## config.mk

```make
export PLATFORM = sky130hd
export DESIGN_NAME = rv32i_instruction_decoder
export DESIGN_NICKNAME = d
export VERILOG_FILES = /design/src/rtl/rv32d_pkg.sv /design/src/rtl/rv32d_decode.sv /design/src/rtl/rv32i_instruction_decoder.sv
export SDC_FILE = /design/constraint.sdc
export NUM_CORES = 1
export LEC_CHECK = 0
export ABC_AREA = 1
export ABC_CLOCK_PERIOD_IN_PS = 5050
export BUFFER_PORTS_ARGS = -buffer_cell sky130_fd_sc_hd__buf_2
export CAP_MARGIN = 30
export CORE_MARGIN = 3
export CORE_UTILIZATION = 53
export DETAILED_ROUTE_END_ITERATION = 10
export GPL_TIMING_DRIVEN = 0
export HOLD_SLACK_MARGIN = 0.1
export PLACE_DENSITY = 0.84
export SETUP_SLACK_MARGIN = 0.4
export SYNTH_ARGS = -nofsm -noshare
export SYNTH_HDL_FRONTEND = slang
export SYNTH_SLANG_ARGS = --single-unit
```

## constraint.sdc

```tcl
create_clock -name clk_i -period 5.05 [get_ports clk_i]
set_clock_uncertainty 0.2 [all_clocks]
set_input_delay 1.2625 -clock clk_i [delete_from_list [all_inputs] [get_ports clk_i]]
set_output_delay 1.2625 -clock clk_i [all_outputs]
set_load 0.02 [all_outputs]
```

## src/rtl/rv32d_pkg.sv

```systemverilog
// Shared types and opcode constants for the RV32I instruction decoder.
`default_nettype none

package rv32d_pkg;

  localparam int unsigned InstrW = 32;
  localparam int unsigned RegW   = 5;
  localparam int unsigned FuncW  = 10;

  localparam logic [6:0] OpcReg    = 7'b0110011;
  localparam logic [6:0] OpcAluImm = 7'b0010011;
  localparam logic [6:0] OpcLoad   = 7'b0000011;
  localparam logic [6:0] OpcJalr   = 7'b1100111;
  localparam logic [6:0] OpcStore  = 7'b0100011;
  localparam logic [6:0] OpcBranch = 7'b1100011;
  localparam logic [6:0] OpcAuipc  = 7'b0010111;
  localparam logic [6:0] OpcLui    = 7'b0110111;
  localparam logic [6:0] OpcJal    = 7'b1101111;

  localparam logic [2:0] F3Sll = 3'b001;
  localparam logic [2:0] F3Sr  = 3'b101;

  typedef enum logic [3:0] {
    FMT_REG    = 4'd0,
    FMT_ALUIMM = 4'd1,
    FMT_SHIFT  = 4'd2,
    FMT_LOAD   = 4'd3,
    FMT_JALR   = 4'd4,
    FMT_STORE  = 4'd5,
    FMT_BRANCH = 4'd6,
    FMT_AUIPC  = 4'd7,
    FMT_LUI    = 4'd8,
    FMT_JAL    = 4'd9
  } fmt_kind_e;

  typedef struct packed {
    fmt_kind_e          kind;
    logic [RegW-1:0]    rd;
    logic [RegW-1:0]    rs1;
    logic [RegW-1:0]    rs2;
    logic [FuncW-1:0]   func;
    logic [InstrW-1:0]  imm;
    logic               illegal;
  } dec_result_t;

endpackage

`default_nettype wire

```

## src/rtl/rv32d_decode.sv

```systemverilog
// Combinational field extraction and immediate assembly for one instruction word.
`default_nettype none

module rv32d_decode (
  input  wire logic [rv32d_pkg::InstrW-1:0] instr_i,
  output rv32d_pkg::dec_result_t            result_o
);
  import rv32d_pkg::*;

  logic [6:0]        opc;
  logic [2:0]        f3;
  logic [6:0]        f7;
  logic [InstrW-1:0] imm_i;
  logic [InstrW-1:0] imm_s;
  logic [InstrW-1:0] imm_b;
  logic [InstrW-1:0] imm_u;
  logic [InstrW-1:0] imm_j;
  logic [InstrW-1:0] imm_sh;

  assign opc = instr_i[6:0];
  assign f3  = instr_i[14:12];
  assign f7  = instr_i[31:25];

  assign imm_i  = {{20{instr_i[31]}}, instr_i[31:20]};
  assign imm_s  = {{20{instr_i[31]}}, instr_i[31:25], instr_i[11:7]};
  assign imm_b  = {{19{instr_i[31]}}, instr_i[31], instr_i[7], instr_i[30:25],
                   instr_i[11:8], 1'b0};
  assign imm_u  = {instr_i[31:12], 12'b0};
  assign imm_j  = {{11{instr_i[31]}}, instr_i[31], instr_i[19:12], instr_i[20],
                   instr_i[30:21], 1'b0};
  assign imm_sh = {27'b0, instr_i[24:20]};

  always_comb begin
    result_o = '0;
    case (opc)
      OpcReg: begin
        result_o.kind = FMT_REG;
        result_o.rd   = instr_i[11:7];
        result_o.rs1  = instr_i[19:15];
        result_o.rs2  = instr_i[24:20];
        result_o.func = {f3, f7};
      end
      OpcAluImm: begin
        result_o.rd  = instr_i[11:7];
        result_o.rs1 = instr_i[19:15];
        if (f3 == F3Sll || f3 == F3Sr) begin
          result_o.kind = FMT_SHIFT;
          result_o.func = {f3, f7};
          result_o.imm  = imm_sh;
        end else begin
          result_o.kind = FMT_ALUIMM;
          result_o.func = {f3, 7'b0};
          result_o.imm  = imm_i;
        end
      end
      OpcLoad, OpcJalr: begin
        result_o.kind = (opc == OpcLoad) ? FMT_LOAD : FMT_JALR;
        result_o.rd   = instr_i[11:7];
        result_o.rs1  = instr_i[19:15];
        result_o.func = {f3, 7'b0};
        result_o.imm  = imm_i;
      end
      OpcStore: begin
        result_o.kind = FMT_STORE;
        result_o.rs1  = instr_i[19:15];
        result_o.rs2  = instr_i[24:20];
        result_o.func = {f3, 7'b0};
        result_o.imm  = imm_s;
      end
      OpcBranch: begin
        result_o.kind = FMT_BRANCH;
        result_o.rs1  = instr_i[19:15];
        result_o.rs2  = instr_i[24:20];
        result_o.func = {f3, 7'b0};
        result_o.imm  = imm_b;
      end
      OpcAuipc, OpcLui: begin
        result_o.kind = (opc == OpcAuipc) ? FMT_AUIPC : FMT_LUI;
        result_o.rd   = instr_i[11:7];
        result_o.imm  = imm_u;
      end
      OpcJal: begin
        result_o.kind = FMT_JAL;
        result_o.rd   = instr_i[11:7];
        result_o.imm  = imm_j;
      end
      default: begin
        result_o.illegal = 1'b1;
      end
    endcase
  end

endmodule

`default_nettype wire

```

## src/rtl/rv32i_instruction_decoder.sv

```systemverilog
// Top level: input register, decode logic and result register of the RV32I decoder.
//
//   channel  direction  handshake                 payload
//   in       request in in_valid_i / in_stall_o   instr_word_i
//   out      result out out_valid_o / out_stall_i format_kind_o .. illegal_op_o
//
// One request per cycle sustained while out is not stalled; an accepted request is held in the
// input register and then in the result register, which drives out_valid_o.
// The decode logic sits between the input register and the result register.
// rst_ni clears both valid flags; payload registers are not reset.
// A stall on out propagates to in_stall_o in the same cycle only when both stages hold data.
`default_nettype none

module rv32i_instruction_decoder (
  input  wire logic                              clk_i,
  input  wire logic                              rst_ni,
  input  wire logic                              in_valid_i,
  output logic                                   in_stall_o,
  input  wire logic [rv32d_pkg::InstrW-1:0]      instr_word_i,
  output logic                                   out_valid_o,
  input  wire logic                              out_stall_i,
  output logic [3:0]                             format_kind_o,
  output logic [rv32d_pkg::RegW-1:0]             dest_reg_o,
  output logic [rv32d_pkg::RegW-1:0]             src_reg_a_o,
  output logic [rv32d_pkg::RegW-1:0]             src_reg_b_o,
  output logic [rv32d_pkg::FuncW-1:0]            func_code_o,
  output logic signed [rv32d_pkg::InstrW-1:0]    imm_value_o,
  output logic                                   illegal_op_o
);
  import rv32d_pkg::*;

  logic              in_valid_q;
  logic [InstrW-1:0] instr_q;
  logic              out_valid_q;
  dec_result_t       res_d;
  dec_result_t       res_q;
  logic              out_adv;
  logic              in_adv;

  assign out_adv    = !out_valid_q || !out_stall_i;
  assign in_adv     = !in_valid_q || out_adv;
  assign in_stall_o = !in_adv;

  always_ff @(posedge clk_i or negedge rst_ni) begin
    if (!rst_ni) begin
      in_valid_q  <= 1'b0;
      out_valid_q <= 1'b0;
    end else begin
      if (in_adv) begin
        in_valid_q <= in_valid_i;
      end
      if (out_adv) begin
        out_valid_q <= in_valid_q;
      end
    end
  end

  always_ff @(posedge clk_i) begin
    if (in_adv && in_valid_i) begin
      instr_q <= instr_word_i;
    end
    if (out_adv && in_valid_q) begin
      res_q <= res_d;
    end
  end

  rv32d_decode u_decode (
    .instr_i  (instr_q),
    .result_o (res_d)
  );

  assign out_valid_o   = out_valid_q;
  assign format_kind_o = res_q.kind;
  assign dest_reg_o    = res_q.rd;
  assign src_reg_a_o   = res_q.rs1;
  assign src_reg_b_o   = res_q.rs2;
  assign func_code_o   = res_q.func;
  assign imm_value_o   = $signed(res_q.imm);
  assign illegal_op_o  = res_q.illegal;

  // stall only while the input stage holds a request
  a_stall_holds: assert property (@(posedge clk_i) disable iff (!rst_ni)
    in_stall_o |-> in_valid_q)
    else $error("input stall with empty input stage");

  // a decoded request moving forward shows up on out next cycle
  a_forward: assert property (@(posedge clk_i) disable iff (!rst_ni)
    (in_valid_q && out_adv) |=> out_valid_o)
    else $error("decoded request lost");

  // unknown opcode leaves every other field zero
  a_illegal_zero: assert property (@(posedge clk_i) disable iff (!rst_ni)
    (out_valid_o && illegal_op_o) |->
      (format_kind_o == 4'd0 && dest_reg_o == '0 && src_reg_a_o == '0 &&
       src_reg_b_o == '0 && func_code_o == '0 && imm_value_o == '0))
    else $error("illegal opcode with nonzero fields");

  // store and branch have no destination
  a_no_rd: assert property (@(posedge clk_i) disable iff (!rst_ni)
    (out_valid_o && (format_kind_o == FMT_STORE || format_kind_o == FMT_BRANCH))
      |-> dest_reg_o == '0)
    else $error("store or branch with destination register");

endmodule

`default_nettype wire
```

# Yosys cells after proc, flatten, opt, wreduce, memory -nomap -nowiden
# Cells that the tools add are included.
[totals] regBits=96 input_bits=36 out_inout_bits=64 wordCells=45
[op_classes] n_eq_ne=11 n_mux=8 reduce_logical=16
[op_table] operator="32-bit one-hot mux with 6 select lines" count=1
[op_table] operator="39-bit 2-to-1 mux" count=1
[op_table] operator="10-bit one-hot mux with 3 select lines" count=1
[op_table] operator="4-bit one-hot mux with 6 select lines" count=1
[op_table] operator="7-bit by 6-bit equality test with 1-bit output (second input constant)" count=3
[op_table] operator="7-bit equality test (second input constant)" count=3
[op_table] operator="7-bit by 5-bit equality test with 1-bit output (second input constant)" count=2
[op_table] operator="9-bit OR reduction" count=1
[op_table] operator="7-bit by 2-bit equality test with 1-bit output (second input constant)" count=1
[op_table] operator="7-bit OR reduction" count=1
[op_table] operator="6-bit OR reduction" count=1
[op_table] operator="1-bit zero test" count=4
[op_table] operator="4-bit 2-to-1 mux" count=1
[op_table] operator="2-bit OR reduction" count=2
[op_table] operator="4-bit OR reduction" count=1
[op_table] operator="3-bit by 1-bit equality test with 1-bit output (second input constant)" count=1
[op_table] operator="3-bit equality test (second input constant)" count=1
[op_table] operator="1-bit logical OR" count=3
[op_table] operator="3-bit 2-to-1 mux" count=1
[op_table] operator="3-bit OR reduction" count=1
[op_table] operator="1-bit logical AND" count=2
[op_table] operator="2-bit 2-to-1 mux" count=1
[op_table] operator="1-bit 2-to-1 mux" count=1

# Depth between registers and ports, before layout
[logic_depth] ltp_word=4 ltp_mapped=9 depth_no_buf=8

# Modules after synthesis
# Synthesis repeated with hierarchy kept, for this count alone.
[hier_totals] cells_unflattened=360 hier_area_um2=4026.4
[modules_own_cells] module="rv32i_instruction_decoder" instances=1 cells_each=106 area_each_um2=2917.8 seq_area_each_um2=2872.8
[modules_own_cells] module="rv32d_decode" instances=1 cells_each=254 area_each_um2=1108.6 seq_area_each_um2=0.0

# Worst setup path before layout
# No wires, ideal clock.
[synth_path] path_kind="input port to flip-flop" startpoint="input port out_stall_i" endpoint="register res_q (netlist bit dest_reg_o[0]), enable pin" setup_ns=0.502 t_arrival_ns=4.216 required_ns=4.348 slack_ns=0.132 path_stages=1 n_path_buf=0 cell_sequence="a21oi_1"
[synth_via] elab_chain_cells=3
[synth_rtl] item="start, declared" line="rv32i_instruction_decoder.sv:21" text="input wire logic out_stall_i,"
[synth_rtl] item="1-bit zero test" line="rv32i_instruction_decoder.sv:40" text="assign out_adv = !out_valid_q || !out_stall_i;"
[synth_rtl] item="1-bit logical OR" line="rv32i_instruction_decoder.sv:40"
[synth_rtl] item="1-bit logical AND" line="rv32i_instruction_decoder.sv:62" text="if (out_adv && in_valid_q) begin"
[synth_rtl] item="end signal, assigned" line="rv32i_instruction_decoder.sv:63" text="res_q <= res_d;"
[synth_rtl] item="end, declared" line="rv32i_instruction_decoder.sv:36" text="dec_result_t res_q;"
# No other way between the ends.
# A chain may end at the register's enable or synchronous reset.

# Worst setup path in the final report
[layout_path] startpoint="input port out_stall_i" endpoint="output port in_stall_o"
[layout_via] elab_chain_cells=4
[layout_rtl] item="1-bit zero test" line="rv32i_instruction_decoder.sv:40"
[layout_rtl] item="1-bit logical OR" line="rv32i_instruction_decoder.sv:40"
[layout_rtl] item="1-bit logical OR" line="rv32i_instruction_decoder.sv:41" text="assign in_adv = !in_valid_q || out_adv;"
[layout_rtl] item="1-bit zero test" line="rv32i_instruction_decoder.sv:42" text="assign in_stall_o = !in_adv;"
[layout_rtl] item="end, declared" line="rv32i_instruction_decoder.sv:18" text="output logic in_stall_o,"
# No other way between the ends.

==> run summary <==
The minimum clock period after layout came out at 3191 ps. STA classifies the critical path startpoint as a primary input. The cell leakage power is between 0.002 and 0.0025 uW. The slew at the pin closest to its max-slew limit came out at 656.8 ps.

The most frequently used flop master after synthesis is edfxtp_1. The worst hold path belongs to the class flop to flop. STA puts the critical path data required time at roughly 3600 ps.

The die width came out at about 95 um. For this design the ratio of total power to cell area is 341.0 nW/um^2. The count of cells resized by post-cts repair is 0. The die area is 9019 sq um.

Measured on the finished design, the core utilization comes to 68.41%. The detailed-placement wirelength estimate is 6.498 mm. The global placer's final weighted congestion is between 0.8 and 0.9. The total iterations of the first detailed-routing run came out at 5. For this run, the total global-route usage over all layers was measured as 20.52%. The initial antenna violation count is 0. The register bit count reported by yosys came out at 96. The worst setup path is captured at a primary output.

The CTS tree is built. The chip height came out at 94.97 um. For this design, the slowest cell found on the critical path is buf_2. The count of input and output buffers came out at approximately 100. The worst ir drop on vdd is 226.6 uV. The maximum clock frequency is around 310 MHz.

The delay contributed by the slowest stage of the critical path came out at 180 ps. For this run, global-route usage on met2 was measured as ~34%. The number of routed nets with antenna violations came out at 0. The final count of hold timing violations is 0. CTS placed an instance of clkbuf_8 at the clock tree root. The layer flagged by global routing as most heavily used is met2. The max-slew violation count is 0. The setup TNS after final layout came out at 0 ps. The category of the most critical setup path is primary input to primary output. A synthesized cell averages 11.25 sq um. For this configuration, the core starts out at a cell density of 56.33%. The total via count in the routed design is 3050.

Clock latency on the worst-skew pair, taken at its later pin, is 360 ps. Across the run, the number of max-cap violations was 0. The count of hold buffers inserted by post-cts repair came out at 0. Of the available clock period, the critical path in the final layout requires 63.18%. The least setup slack across all paths after layout came out at between 1500 and 2000 ps. The final layout net count came out at around 520.

The total congestion overflow after global routing is 0. The fraction of final layout cells with drive strength greater than 1 is 30.41%. The average wire length per cell after detail routing is 14.90 um. The clock slew seen by the registers of the worst setup and hold paths came out at ~90 ps. The dominant cell type by count on the critical path is buf_2.

The final number of setup-violating endpoints is 0. The number of inserted diodes is 0. The buffers inserted during post-CTS setup optimization is 0.

Timing analysis after detailed placement gives a worst setup slack of 1855 ps. The initialized floorplan defines 31 standard-cell rows. The critical path's top delay family is buffers and inverters.

In this run the deepest clock path goes through 2 buffers. The global-route wire length before repair came out at roughly 14 mm. The number of library cell types mapped by synthesis came out at 24.

The total number of yosys warnings came out at 0. The arrival time at the worst endpoint is 1730 ps. The via count of the first global-routing pass came to slightly below 3000. The post-synthesis instance area came out at 4195 sq um.

Buffers inserted during clock tree synthesis total 9. The number of sinks handled by clock tree synthesis came out at 96. After layout, the design draws a total of ~1700 uW. The number of flops mapped to enable cells by yosys came out at 94. The part of the Yosys area used for sequential elements is 68.48%. The met3 global-route usage is 3.347%.

Traced cell by cell, the critical path runs through buf_2 -> nand2_1 -> nor2_1 -> buf_2. The maximum net fanout on the critical path is 2. The count of pins on the block boundary is 100. The synthesized netlist net count is ~400. The total buffers and inverters traversed by the critical path is 2. The layout-stage area growth over the synthesis result came out at 21.44%.

The number of cells in the design after placement came out at 574. The async set-or-reset flop fraction in the synthesized netlist came out at between 2 and 2.5%. For this block, the routed nets add up to 8.775 mm of wire. Setup repair after global routing left no endpoint under its margin.

The H-tree was split into 3 levels. The count of routing violations after the opening detailed-route iteration is ~250. The placeable core region is 7447 sq um. The final routed DRC violation total is 0.

The flow ran to the end, and the final reports show no timing, DRC or antenna violations. The met1 track demand over resource in global routing came out at 24.41%. The normalized max-slew margin is 55.75%. The final cell count without fillers is 589. The mean number of vias per cell is 5.178. The number of instances in the synthesized netlist is 373. The pin count of the biggest net entering global routing is 34.
## state kept, by name, summed over array words and instances (netlist names)
| register | cells |
|---|---|
| src_reg_a_o | 5 |
| format_kind_o | 4 |
| imm_value_o | 32 |
| in_valid_q | 1 |
| src_reg_b_o | 5 |
| dest_reg_o | 5 |
| illegal_op_o | 1 |
| func_code_o | 10 |
| instr_q | 32 |
| out_valid_o | 1 |
## per-layer routing
metal | up-vias | part of all wire (%)
met3 | 23 | 6.7
met5 | - | 0
met1 | 1404 | 37
met4 | 0 | 3.2
li1 | 1473 | -
met2 | 150 | 53
## synth_stat cells, types with 2 or more instances
| master | instances | area (sq um) |
|---|---|---|
| inv_1 | 39 | 146.4 |
| nor2_2 | 2 | 12.51 |
| o21ai_0 | 11 | 55.05 |
| nand3_1 | 28 | 140.1 |
| dfrtp_1 | 2 | 50.05 |
| buf_6 | 7 | 78.83 |
| o21ai_1 | 6 | 30.03 |
| buf_4 | 2 | 15.01 |
| edfxtp_1 | 94 | 2823 |
| nand2_1 | 73 | 274.0 |
| nand3_2 | 2 | 20.02 |
| nor2_4 | 5 | 56.30 |
| a21oi_1 | 26 | 130.1 |
| nor2_1 | 57 | 214.0 |
| inv_2 | 2 | 7.510 |
| nand2_4 | 5 | 56.30 |
| nand2_2 | 5 | 31.28 |
## final cells by class
type | instances | area [sq um]
Multi-Input combinational cell | 224 | 1074
Buffer | 12 | 106.4
Clock inverter | 4 | 70.07
Tap cell | 99 | 123.9
Inverter | 41 | 153.9
Sequential cell | 96 | 2873
Clock buffer | 11 | 131.4
Timing Repair Buffer | 102 | 563.0
Fill cell | 568 | 2352
## through the flow
stage	cell area [sq um]	hold slack [ps]
2_1_floorplan	4199	243.3
3_3_place_gp	4818	255.3
3_5_place_dp	4893	282.7
4_1_cts	5095	302.8
5_1_grt	5095	360.0
6_report	5095	298.6
## path summary, 6_finish.rpt
check,from,end,slack [ps],depth (start not counted)
max reg2reg,instr_q[5]$_DFFE_PP_,src_reg_b_o[0]$_SDFFCE_PN0P_,3160,4
max in group asynchronous,rst_ni,in_valid_q$_DFFE_PN0N_,4090,1
min,in_valid_q$_DFFE_PN0N_,out_valid_o$_DFFE_PN0P_,300,2
max,out_stall_i,in_stall_o,1860,4
min in group asynchronous,rst_ni,out_valid_o$_DFFE_PN0P_,470,1
min reg2reg,in_valid_q$_DFFE_PN0N_,out_valid_o$_DFFE_PN0P_,300,2
## cell usage in the layout, fill, tap and decap left out, drive strengths merged
cell type  synthesis  routed
nor3               1       1
nand2             83      83
clkbuf             1      12
nand3             30      30
nand4              1       1
buf               11     113
or2                1       1
clkinv             0       2
inv               41      41
dfrtp              2       2
edfxtp            94      94
bufinv             0       2
a21oi             26      26
o21ai             17      17
nor2              65      65
## tightest hold or removal path: stages (launching register included)
cell and delay [ps]:
dfrtp_1 330, inv_1 80, nand2_1 70
## where the power goes
group / internal (uW) / leakage [uW] / switching (uW)
logic: 71.0 / 0.00139 / 163
clock network: 275 / 0.000103 / 241
registers: 958 / 0.000941 / 28.9
total: 1300 / 0.00244 / 433
## cells by family after synthesis
group | Yosys count | synth area share, %
simple gates | 181 | 20.19
buf+inv | 53 | 6.203
compound gates | 43 | 5.130
flops | 96 | 68.48
Note: power is estimated with default switching activity, not from simulation.
